[config.mk]
export PLATFORM = sky130hd
export DESIGN_NAME = interval_range_map
export DESIGN_NICKNAME = d
export VERILOG_FILES = /design/src/irm_pkg.sv /design/src/irm_cell.sv /design/src/interval_range_map.sv
export SDC_FILE = /design/constraint.sdc
export NUM_CORES = 2
export LEC_CHECK = 0
export ABC_AREA = 1
export CAP_MARGIN = 20
export CORE_AREA = 4 4 599 482
export CTS_CLUSTER_DIAMETER = 200
export DETAILED_ROUTE_END_ITERATION = 8
export DIE_AREA = 0 0 603 486
export DONT_BUFFER_PORTS = 1
export GPL_ROUTABILITY_DRIVEN = 1
export GPL_TIMING_DRIVEN = 0
export PLACE_DENSITY_LB_ADDON = 0.2
export SYNTH_ARGS = -nofsm -noshare
export SYNTH_HDL_FRONTEND = slang
export SYNTH_HIERARCHICAL = 1
export SYNTH_SLANG_ARGS = --single-unit
export TNS_END_PERCENT = 10
[constraint.sdc]
create_clock -name clock -period 14.7 [get_ports clock]
set_input_delay 2.94 -clock clock [delete_from_list [all_inputs] [get_ports clock]]
set_output_delay 2.94 -clock clock [all_outputs]
set_load 0.05 [all_outputs]
[src/irm_pkg.sv]
// ----------------------------------------------------------------------------
// irm_pkg: shared types and constants for the interval range map
// Field widths, status and command codes, and the cell control group.
// ----------------------------------------------------------------------------
package irm_pkg;

   localparam int KEY_W    = 32;
   localparam int VAL_W    = 8;
   localparam int STATUS_W = 2;
   localparam int USED_W   = 6;
   localparam int CSR_AW   = 3;

   // commands carried in tuser
   localparam logic CMD_ASSIGN = 1'b0;
   localparam logic CMD_LOOKUP = 1'b1;

   // result status codes
   localparam logic [STATUS_W-1:0] ST_OK    = 2'd0;
   localparam logic [STATUS_W-1:0] ST_EMPTY = 2'd1;
   localparam logic [STATUS_W-1:0] ST_FULL  = 2'd2;

   // register word index (paddr bit 2)
   localparam logic REG_DEFAULT = 1'b0;
   localparam logic [VAL_W-1:0] DEFAULT_RESET = 8'd65;

   typedef logic [KEY_W-1:0] key_type;
   typedef logic [VAL_W-1:0] val_type;

   // per-cell control: take the neighbor's entry, or load in parallel
   typedef struct packed {
      logic shift;
      logic load;
   } cell_ctl_type;

endpackage

[src/irm_cell.sv]
// ----------------------------------------------------------------------------
// irm_cell: one breakpoint slot of the table chain
// Holds a key and value; takes its neighbor's entry or a parallel load.
// ----------------------------------------------------------------------------
module irm_cell (
   input  logic                clock,
   input  irm_pkg::cell_ctl_type ctl,
   input  irm_pkg::key_type    shift_key,
   input  irm_pkg::val_type    shift_val,
   input  irm_pkg::key_type    load_key,
   input  irm_pkg::val_type    load_val,
   output irm_pkg::key_type    key_out,
   output irm_pkg::val_type    val_out
);
   import irm_pkg::*;

   key_type key_ff, key_in;
   val_type val_ff, val_in;

   // neighbor shift wins over parallel load (never both)
   always_comb begin
      key_in = key_ff;
      val_in = val_ff;
      if (ctl.shift) begin
         key_in = shift_key;
         val_in = shift_val;
      end else if (ctl.load) begin
         key_in = load_key;
         val_in = load_val;
      end
   end

   always_ff @(posedge clock) begin
      key_ff <= key_in;
      val_ff <= val_in;
   end

   assign key_out = key_ff;
   assign val_out = val_ff;

endmodule

[src/interval_range_map.sv]
// ----------------------------------------------------------------------------
// interval_range_map: sorted breakpoint table with range assign and lookup
// Two rows of cells: the live table rotates as a ring past a compare unit,
// and a build row collects the rebuilt table which is then loaded back.
// ----------------------------------------------------------------------------
//  channel  | dir | handshake           | content
//  req      | in  | tvalid/tready       | tuser cmd, tdata keys and value
//  rsp      | out | tvalid/tready       | tdata read_value, status, entries_used
//  csr      | in  | psel/penable, APB   | default_value at byte address 0
//
// Lookup: one rotation of the ring, check, result.
// Assign: scan rotation, check, rebuild rotation with the two inserts,
// close, load, result; a refused assign ends after the check and an empty
// range goes straight to the result.
// The ring walks one cell a cycle by a single compare unit, pausing for inserts.
// Reset clears the count, sequencer and output valid, and restores the default.
// A waiting result holds the sequencer in its last state; a new word is
// taken whenever the sequencer is idle.
module interval_range_map #(
   parameter int TABLE_DEPTH = 32
) (
   input  logic                         clock,
   input  logic                         reset,
   input  logic                         req_tvalid,
   output logic                         req_tready,
   input  logic [71:0]                  req_tdata,  // key_lo, key_hi, new_value
   input  logic                         req_tuser,  // cmd
   output logic                         rsp_tvalid,
   input  logic                         rsp_tready,
   output logic [15:0]                  rsp_tdata,  // read_value, status, entries_used
   input  logic                         csr_psel,
   input  logic                         csr_penable,
   input  logic                         csr_pwrite,
   input  logic [irm_pkg::CSR_AW-1:0]   csr_paddr,
   input  logic [31:0]                  csr_pwdata,
   output logic [31:0]                  csr_prdata,
   output logic                         csr_pready
);
   import irm_pkg::*;

   localparam int D  = TABLE_DEPTH;
   localparam int CW = $clog2(D + 1);
   localparam int IW = $clog2(D);

   localparam logic [2:0] S_IDLE  = 3'd0;
   localparam logic [2:0] S_SCAN  = 3'd1;
   localparam logic [2:0] S_CHECK = 3'd2;
   localparam logic [2:0] S_BUILD = 3'd3;
   localparam logic [2:0] S_COPY  = 3'd4;
   localparam logic [2:0] S_DONE  = 3'd5;

   logic [2:0]    state_ff, state_in;
   logic [CW-1:0] step_ff, step_in;
   logic [CW-1:0] count_ff, count_in;
   logic [CW-1:0] below_ff, below_in, above_ff, above_in;
   logic [CW:0]   n_ff, n_in;
   logic [1:0]    phase_ff, phase_in;
   logic          cmd_ff, cmd_in, fprev_ff, fprev_in, fend_ff, fend_in;
   key_type       lo_ff, lo_in, hi_ff, hi_in;
   val_type       nv_ff, nv_in, prev_ff, prev_in, end_ff, end_in;
   val_type       default_ff, default_in;
   val_type       res_read_ff, res_read_in;
   logic [STATUS_W-1:0] res_st_ff, res_st_in;
   logic          rsp_valid_ff, rsp_valid_in;
   logic [15:0]   rsp_data_ff, rsp_data_in;

   key_type       a_key [D];
   val_type       a_val [D];
   key_type       b_key [D];
   val_type       b_val [D];
   cell_ctl_type  a_ctl, b_ctl;
   key_type       push_key;
   val_type       push_val;

   logic [IW-1:0] head_idx;
   logic          head_valid, in_scan, csr_wr, out_free, accept;
   key_type       head_key;
   val_type       head_val, pv, ev;
   logic [CW:0]   n_sum;

   // live ring: cell i takes cell i-1, cell 0 takes the head
   // build row: cell 0 takes the pushed entry, cell i takes cell i-1
   for (genvar i = 0; i < D; i++) begin : g_cells
      irm_cell u_live (
         .clock     (clock),
         .ctl       (a_ctl),
         .shift_key (a_key[(i + D - 1) % D]),
         .shift_val (a_val[(i + D - 1) % D]),
         .load_key  (b_key[i]),
         .load_val  (b_val[i]),
         .key_out   (a_key[i]),
         .val_out   (a_val[i])
      );
      if (i == 0) begin : g_first
         irm_cell u_build (
            .clock     (clock),
            .ctl       (b_ctl),
            .shift_key (push_key),
            .shift_val (push_val),
            .load_key  (push_key),
            .load_val  (push_val),
            .key_out   (b_key[i]),
            .val_out   (b_val[i])
         );
      end else begin : g_rest
         irm_cell u_build (
            .clock     (clock),
            .ctl       (b_ctl),
            .shift_key (b_key[i-1]),
            .shift_val (b_val[i-1]),
            .load_key  (b_key[i-1]),
            .load_val  (b_val[i-1]),
            .key_out   (b_key[i]),
            .val_out   (b_val[i])
         );
      end
   end

   // head of the ring holds entry D-1-step
   assign head_key   = a_key[D-1];
   assign head_val   = a_val[D-1];
   assign head_idx   = IW'(D - 1) - step_ff[IW-1:0];
   assign in_scan    = step_ff < CW'(D);
   assign head_valid = in_scan && (CW'(head_idx) < count_ff);

   assign pv = fprev_ff ? prev_ff : default_ff;
   assign ev = fend_ff ? end_ff : default_ff;
   assign n_sum = (CW+1)'(below_ff) + (CW+1)'(above_ff)
                + (CW+1)'(nv_ff != pv) + (CW+1)'(ev != nv_ff);

   assign out_free   = !rsp_valid_ff || rsp_tready;
   assign req_tready = (state_ff == S_IDLE);
   assign accept     = req_tvalid && req_tready;
   assign csr_wr     = csr_psel && csr_penable && csr_pwrite && csr_pready;

   // sequencer
   always_comb begin
      state_in = state_ff;  step_in = step_ff;   count_in = count_ff;
      below_in = below_ff;  above_in = above_ff; n_in = n_ff;
      phase_in = phase_ff;  cmd_in = cmd_ff;     fprev_in = fprev_ff;
      fend_in = fend_ff;    lo_in = lo_ff;       hi_in = hi_ff;
      nv_in = nv_ff;        prev_in = prev_ff;   end_in = end_ff;
      res_read_in = res_read_ff; res_st_in = res_st_ff;
      rsp_valid_in = rsp_valid_ff && !rsp_tready;
      rsp_data_in  = rsp_data_ff;
      a_ctl = '0;  b_ctl = '0;
      push_key = head_key;  push_val = head_val;
      default_in = default_ff;
      if (csr_wr && csr_paddr[2] == REG_DEFAULT) default_in = csr_pwdata[VAL_W-1:0];

      unique case (state_ff)
         S_IDLE: begin
            if (accept) begin
               cmd_in = req_tuser;
               lo_in  = req_tdata[31:0];
               hi_in  = (req_tuser == CMD_LOOKUP) ? req_tdata[31:0] : req_tdata[63:32];
               nv_in  = req_tdata[71:64];
               step_in = '0;  below_in = '0;  above_in = '0;
               fprev_in = 1'b0;  fend_in = 1'b0;
               res_read_in = '0;  res_st_in = ST_OK;
               if (req_tuser == CMD_ASSIGN &&
                   $signed(req_tdata[63:32]) <= $signed(req_tdata[31:0])) begin
                  res_st_in = ST_EMPTY;
                  state_in  = S_DONE;
               end else begin
                  state_in = S_SCAN;
               end
            end
         end
         S_SCAN: begin
            // first hits from the top are the last entries below each key
            a_ctl.shift = 1'b1;
            step_in = step_ff + 1'b1;
            if (head_valid) begin
               if ($signed(head_key) < $signed(lo_ff)) begin
                  below_in = below_ff + 1'b1;
                  if (!fprev_ff) begin
                     fprev_in = 1'b1;  prev_in = head_val;
                  end
               end
               if ($signed(head_key) <= $signed(hi_ff)) begin
                  if (!fend_ff) begin
                     fend_in = 1'b1;  end_in = head_val;
                  end
               end else begin
                  above_in = above_ff + 1'b1;
               end
            end
            if (step_ff == CW'(D - 1)) begin
               state_in = S_CHECK;
            end
         end
         S_CHECK: begin
            step_in = '0;  phase_in = '0;  n_in = n_sum;
            prev_in = pv;  end_in = ev;
            fprev_in = 1'b1;  fend_in = 1'b1;
            if (cmd_ff == CMD_LOOKUP) begin
               res_read_in = ev;
               state_in = S_DONE;
            end else if (n_sum > (CW+1)'(D)) begin
               res_st_in = ST_FULL;
               state_in = S_DONE;
            end else begin
               state_in = S_BUILD;
            end
         end
         S_BUILD: begin
            // descending walk: entries above hi, inserts, entries below lo
            if (head_valid && $signed(head_key) > $signed(hi_ff)) begin
               b_ctl.shift = 1'b1;  a_ctl.shift = 1'b1;
               step_in = step_ff + 1'b1;
            end else if (in_scan && !head_valid) begin
               a_ctl.shift = 1'b1;
               step_in = step_ff + 1'b1;
            end else if (phase_ff != 2'd2) begin
               phase_in = phase_ff + 1'b1;
               if (phase_ff == 2'd0) begin
                  push_key = hi_ff;  push_val = end_ff;
                  b_ctl.shift = (end_ff != nv_ff);
               end else begin
                  push_key = lo_ff;  push_val = nv_ff;
                  b_ctl.shift = (nv_ff != prev_ff);
               end
            end else if (in_scan) begin
               b_ctl.shift = ($signed(head_key) < $signed(lo_ff));
               a_ctl.shift = 1'b1;
               step_in = step_ff + 1'b1;
            end else begin
               state_in = S_COPY;
            end
         end
         S_COPY: begin
            a_ctl.load = 1'b1;
            count_in = n_ff[CW-1:0];
            state_in = S_DONE;
         end
         S_DONE: begin
            if (out_free) begin
               rsp_valid_in = 1'b1;
               rsp_data_in  = {USED_W'(count_ff), res_st_ff, res_read_ff};
               state_in = S_IDLE;
            end
         end
         default: state_in = S_IDLE;
      endcase
   end

   always_ff @(posedge clock) begin
      if (reset) begin
         state_ff     <= S_IDLE;
         count_ff     <= '0;
         rsp_valid_ff <= 1'b0;
         default_ff   <= DEFAULT_RESET;
      end else begin
         state_ff     <= state_in;
         count_ff     <= count_in;
         rsp_valid_ff <= rsp_valid_in;
         default_ff   <= default_in;
      end
   end

   always_ff @(posedge clock) begin
      step_ff <= step_in;   below_ff <= below_in;  above_ff <= above_in;
      n_ff <= n_in;         phase_ff <= phase_in;  cmd_ff <= cmd_in;
      fprev_ff <= fprev_in; fend_ff <= fend_in;    lo_ff <= lo_in;
      hi_ff <= hi_in;       nv_ff <= nv_in;        prev_ff <= prev_in;
      end_ff <= end_in;     res_read_ff <= res_read_in;
      res_st_ff <= res_st_in; rsp_data_ff <= rsp_data_in;
   end

   assign rsp_tvalid = rsp_valid_ff;
   assign rsp_tdata  = rsp_data_ff;
   assign csr_pready = 1'b1;
   assign csr_prdata = (csr_paddr[2] == REG_DEFAULT) ? 32'(default_ff) : 32'd0;

`ifndef SYNTH
   // table never holds more than its depth
   a_count: assert property (@(posedge clock) disable iff (reset)
      count_ff <= CW'(D)) else $error("entry count above depth");

   // an accepted word always starts work
   a_start: assert property (@(posedge clock) disable iff (reset)
      accept |=> state_ff != S_IDLE) else $error("accepted word dropped");

   // load takes the checked size
   a_load: assert property (@(posedge clock) disable iff (reset)
      state_ff == S_COPY |=> count_ff == $past(n_ff[CW-1:0]))
      else $error("count not loaded");

   // a result is only issued from the final state
   a_issue: assert property (@(posedge clock) disable iff (reset)
      $rose(rsp_tvalid) |-> $past(state_ff) == S_DONE)
      else $error("result issued out of sequence");
`endif

endmodule
# After elaboration in Yosys (flattened, before gate mapping)
# Index checks and enable logic that the tools add are counted.
# W data, S select, Z words.
dict set report word_totals {
  register_bits 2721
  inputBits 115
  output_inout_bits 51
  word_cells 436
}
dict set report op_classes {
  addsub 8
  order_cmp 7
  eq_ne 30
  mux 206
  bitwise 2
  n_reduce_logical 35
}
# operator count
set op_table {}
lappend op_table {{$mux W32} 70}
lappend op_table {{$mux W8} 80}
lappend op_table {{$le A32 B32 Y1} 2}
lappend op_table {{$mux W6} 9}
lappend op_table {{$pmux W8 S2} 3}
lappend op_table {{$reduce_and A4 Y1} 9}
lappend op_table {{$ne A2 B2 Y1 const B} 17}
lappend op_table {{$gt A32 B32 Y1} 1}
lappend op_table {{$lt A32 B32 Y1} 1}
lappend op_table {{$ne A8 B8 Y1} 4}
lappend op_table {{$mux W3} 10}
lappend op_table {{$pmux W6 S2} 2}
lappend op_table {{$pmux W6 S4} 1}
lappend op_table {{$mux W1} 19}
lappend op_table {{$add A6 B1 Y6 const B} 3}
lappend op_table {{$pmux W3 S6} 1}
lappend op_table {{$add A7 B1 Y7} 2}
lappend op_table {{$mux W2} 6}
lappend op_table {{$reduce_bool A2 Y1} 5}
lappend op_table {{$logic_and A1 B1 Y1} 9}
lappend op_table {{$ne A4 B4 Y1 const B} 2}
lappend op_table {{$pmux W2 S2} 2}
lappend op_table {{$add A6 B6 Y7} 1}
lappend op_table {{$gt A7 B6 Y1 const B} 1}
lappend op_table {{21 further kinds} 28}

# Depth between registers and ports, before layout
dict set report depth {
  ltp_word 9
  depth_mapped 22
  mapped_depth_nobuf 21
}

# Hierarchy
# Netlist, hierarchy kept.
# module n_inst cells_per_inst area_each_um2 seq_area_each_um2
set modules_own_cells {}
lappend modules_own_cells {irm_cell 64 171 1811.7 1201.2}
lappend modules_own_cells {interval_range_map 1 1273 10841.6 4654.5}

# Worst setup path before layout
# OpenSTA, ideal clock, no wires.
dict set report synth_path {
  kind {input-to-reg}
  startpoint {in req_tvalid}
  endpoint {reg above_ff[0], enable pin}
  setup_time_ps 367
  arrival_ps 6702
  required_ps 14333
  path_slack_ps 7631
  cell_stages 4
  cell_sequence {inv_1 > nor2_1 > nor2_1 > a21oi_1}
}
dict set report synth_between {
  elab_chain_cells 3
}
# item line_no
set synth_rtl {}
lappend synth_rtl {{start: declaration} interval_range_map.sv:24} ;# input logic req_tvalid,
lappend synth_rtl {{$logic_and A1 B1 Y1} interval_range_map.sv:133} ;# assign accept = req_tvalid && req_tready;
lappend synth_rtl {{$ne A2 B1 Y1 (no source line)} n/a}
lappend synth_rtl {{$reduce_and A4 Y1 (no source line)} n/a}
lappend synth_rtl {{end signal: assignment} interval_range_map.sv:263} ;# step_ff <= step_in; below_ff <= below_in; above_ff <= above_in;
lappend synth_rtl {{end: declaration} interval_range_map.sv:55} ;# logic [CW-1:0] below_ff, below_in, above_ff, above_in;
# No other way between the ends.
# A chain may end at the register's enable or synchronous reset.

# Worst setup path after layout
dict set report layout_path {
  startpoint {in csr_paddr[2] in the netlist's numbering}
  endpoint {out csr_prdata[1]}
}
dict set report layout_between {
  elab_chain_cells 1
}
# item line_no
set layout_rtl {}
lappend layout_rtl {{start: declaration} interval_range_map.sv:34} ;# input logic [irm_pkg::CSR_AW-1:0] csr_paddr,
lappend layout_rtl {{$mux W8} interval_range_map.sv:274} ;# assign csr_prdata = (csr_paddr[2] == REG_DEFAULT) ? 32'(default_ff) : 32'd0;
lappend layout_rtl {{end: declaration} interval_range_map.sv:36} ;# output logic [31:0] csr_prdata,
# No other way between the ends.

==> impl.org <==
** Outcome
- Outcome :: finished, final reports clean

** Critical path
- Worst Reg-to-Reg Cells :: 13
- Type of the worst setup path :: in2out
- The worst setup path is launched from a primary input.
- Timing endpoint of the critical path :: csr_prdata[1]
- Delay-heaviest family, CP :: simple AND/OR/NAND/NOR gates
- Arrival @ worst endpoint :: 3.91 ns
- The startpoint identified for the worst register-to-register timing path is g_cells[31].u_live/key_out[15]$_DFFE_PP_.
- Counting buffers and inverters, the worst setup path is 2 cells deep.
- Cells along the critical path :: clkbuf_1 > nor2_1
- Worst-path cell with the longest stage delay :: nor2_1
- On the worst path, the slowest cell contributes a delay of 0.77 ns.
- Internal reg-to-reg setup slack :: 9.27 ns
- Number of buffer and inverter instances along the worst setup path :: 1
- Data required time of the worst path :: 11.76 ns
- Endpoint of the lowest-slack register-to-register path :: g_cells[17].u_live/val_out[0]$_DFFE_PP_
- In this run the worst path has a maximum fanout of 9.
- STA classifies the critical path endpoint as an output port.
- The most critical setup path has its startpoint at csr_paddr[2].

** Finish
- The finished cells cover 0.141 mm2.
- Top library cells by usage in the layout, fill and taps aside :: nand2_1 (7342), edfxtp_1 (2703), nand2_2 (641)
- Number of nets in the finished design :: 12.8k
- Layout cells sized above 1 :: 0.143
- Relative to the synthesized area, the layout overhead comes to 11.4%.
- The layout has 24.8k filler cells.
- Area occupied by multi-input gates :: 0.0362 mm2
- Most common cell after layout, fill and taps aside :: nand2_1
- In the final layout, flip-flops and latches occupy 0.0815 mm2.

** CTS
- The cell sitting at the root of the clock tree is a clkbuf_16.
- The tree built by TritonCTS fans out to 2721 sinks.
- Buffers added to address setup during post-CTS repair amount to 0.
- Clock insertion delay at the later pin of the skew report :: 0.86 ns
- TritonCTS built the clock tree.
- The number of gates resized after CTS was 0.
- Count of H-tree levels built during CTS :: 5
- The clock passes through at most 4 buffers.
- Clock tree synthesis inserted a total of 289 buffers.
- After clock tree synthesis, the clock-pin slew on the worst setup and hold paths is 0.06 ns.
- Hold repair after CTS inserted 0 buffers.

** STA
- The count of final hold-check violations was 0.
- Pins over their slew limit :: 0
- Total of endpoints with negative setup slack in the final report :: 0
- For this run, the top clock speed supported by timing is 146 MHz.
- Setup clock skew after layout :: 0.0546 ns
- In this run the tightest slew margin relative to its limit is 0.250.
- At the pin with the least slew margin, the transition time is 1.13 ns.
- Aggregate negative setup slack :: 0 ns
- Setup repair after global routing left no endpoint under its margin.
- Final worst slack :: 7.85 ns
- The tightest hold path in the finished design has a slack of 0.421 ns.
- Time the final worst path needs with I/O delays and setup :: 6.85 ns
- Of the available clock period, the critical path in the final layout requires 0.466.

** Placed design
- Final RePlAce weighted congestion :: 0.876
- In this run the cell area measured after placement is 0.132 mm2.
- Post-Place Worst Slack :: 7.87 ns
- Detailed placement ended at an HPWL of 234000 um.
- Port buffering added 0 buffers.

** Yosys
- Warnings from Yosys :: 6
- The most used flip-flop cell after synthesis is edfxtp_1.
- Mapped Area :: 0.127 mm2
- Counting flops with a built-in enable in the synthesized netlist gives 2703.
- Post-Syn Instances :: 12.2k
- Of the synthesized area, sequential elements account for 0.643.
- Leading area contributor after synthesis :: edfxtp_1
- In this run the mean area of a mapped cell was 10.4 um2.
- The share of synthesized area in the top cell type comes to 0.640.
- Cells taking the most area after synthesis :: edfxtp_1 (64%), nand2_1 (22%), nand2_2 (3.2%)
- Async S/R FF share, synth :: 0
- Synthesis inferred 2721 register bits.
- Distinct cells, synth :: 48

** Global route
- Overall track demand over capacity in global routing :: 0.210
- The number of antenna violations at the first check in global routing came to 9.
- The via count of the first global-routing pass is 80.2k.
- Maximum number of pins on one net before global-route repair :: 41
- The first global-routing pass estimated 482000 um of wire.
- The total overflow left after global routing is 0.

** Routing
- Number of iterations in the first detailed-routing pass :: 7
- Via/cell ratio :: 5.04
- Across all layers, the routed design uses 83.6k vias.
- After detailed routing, the average wire length per cell comes to 19.0 um.
- Total length of routed wires :: 315000 um
- After detailed routing, the number of remaining DRC violations is 0.
- Number of DRC markers after the initial detailed-route iteration :: 8592
- Once detail routing completed, the nets flagged for antenna violations numbered 0.

** Floorplanning
- Area of the die :: 0.293 mm2
- Chip Width :: 603 um
- After floorplanning, the core was divided into 175 placement rows.
- Starting Density :: 0.448
- For this design the top-level I/O count stands at 166.
- In this run the vertical extent of the chip is 486 um.
- The total area inside the core boundary comes to 0.283 mm2.

** Flow run
- Across the run, the number of max-cap violations was 0.

** Pwr
- For this design the ratio of total power to cell area is 222 mW/mm2.
- In this run the static leakage power is 60.7 nW.
- The worst-case IR drop observed on VDD is 0.118 mV.

** Worst hold path
- Tightest Hold Check Type :: reg2reg
## area by class of cell
class                   count  share of cell area
plain buffers             637              0.0560
flip-flops and latches   2721               0.577
clock buffers             349              0.0543
repair buffers             24             0.00361
well taps                3805              0.0337
diodes                      7            0.000124
inverters                 257              0.0102
multi-input cells        8657               0.256
clock inverters           149             0.00922
## per-layer routing
metal / GRT usage / part of all wire / up-vias
met3: 0.0333 / 0.074 / 402
met1: 0.348 / 0.51 / 40400
met4: 0.0425 / 0.019 / 2
li1: - / - / 40200
met2: 0.286 / 0.40 / 2649
met5: 0 / 0.000041 / -
## worst reg2reg max path, stage by stage (launching register included)
cell and delay (ns):
edfxtp_1 0.64, ha_1 0.43, nand2_1 0.10, nor3_1 0.67, nand2_1 0.21, nand2_1 0.10, nand2_1 0.06, nand3_1 0.19
nand4_4 0.17, buf_2 0.27, a31oi_4 0.80, buf_12 0.29, buf_6 0.22, or2_2 0.84
## cell usage after synthesis, drive strengths merged (3+ instances only)
cell type,n
o21a,9
a31oi,3
xor2,24
edfxtp,2703
ha,115
nor3,12
dfxtp,18
a21oi,80
xnor2,5
nand3,21
nand2,7983
buf,420
o211ai,4
or2,64
nor4,5
inv,255
nand4,23
clkbuf,217
o21ai,154
nor2,80
a21boi,5
## state kept, by name (all words and copies together), names as in the netlist, 16 cells and up
register	flops
g_cells.u_live/key_out	1024
g_cells.g_rest.u_build/key_out	992
hi_ff	32
g_cells.g_first.u_build/key_out	32
rsp_tdata	16
lo_ff	32
g_cells.g_rest.u_build/val_out	248
g_cells.u_live/val_out	256
## cells by family (layout without fill, tap and decap cells)
family	count (synthesis)	after routing	synth area share
buffers and inverters	894	1416	0.0738
muxes	1	1	0.0000789
and+or+nand+nor	8192	8192	0.258
adders and majority gates	117	117	0.0117
DFF	2721	2721	0.643
xor gates and xnor gates	29	29	0.00200
other	2	64	0.0000592
AOI/OAI and AO/OA	261	261	0.0115
## where the power goes
group	switching [mW]	leakage, nW	internal (mW)	total, mW
Sequential	1.59	26.2	13.0	14.6
Combinational	6.54	30.2	3.17	9.71
Clock	3.03	4.38	4.06	7.09
## worst min-delay path by stage
stage / startpoint / end / slack [ns] / cells after the start
2_1_floorplan: res_read_ff[0]$_SDFFCE_PN0P_ / rsp_tdata[0]$_DFFE_PP_ / 0.40 / 0
3_3_place_gp: res_read_ff[0]$_SDFFCE_PN0P_ / rsp_tdata[0]$_DFFE_PP_ / 0.42 / 0
3_5_place_dp: res_read_ff[4]$_SDFFCE_PN0P_ / rsp_tdata[4]$_DFFE_PP_ / 0.41 / 0
4_1_cts: res_read_ff[1]$_SDFFCE_PN0P_ / rsp_tdata[1]$_DFFE_PP_ / 0.41 / 0
5_1_grt: res_read_ff[4]$_SDFFCE_PN0P_ / rsp_tdata[4]$_DFFE_PP_ / 0.43 / 0
6_report: res_read_ff[2]$_SDFFCE_PN0P_ / rsp_tdata[2]$_DFFE_PP_ / 0.42 / 0
## through the flow
step / util / total power, mW / cells
global placement: 0.465 / 24.2 / 16100
global route: 0.499 / 33.3 / 16600
finish: 0.499 / 31.4 / 16600
floorplan: - / 20.8 / 12300
CTS: 0.498 / 31.5 / 16600
detailed placement: 0.466 / 24.3 / 16100
Power figures use the tool's default switching activity.
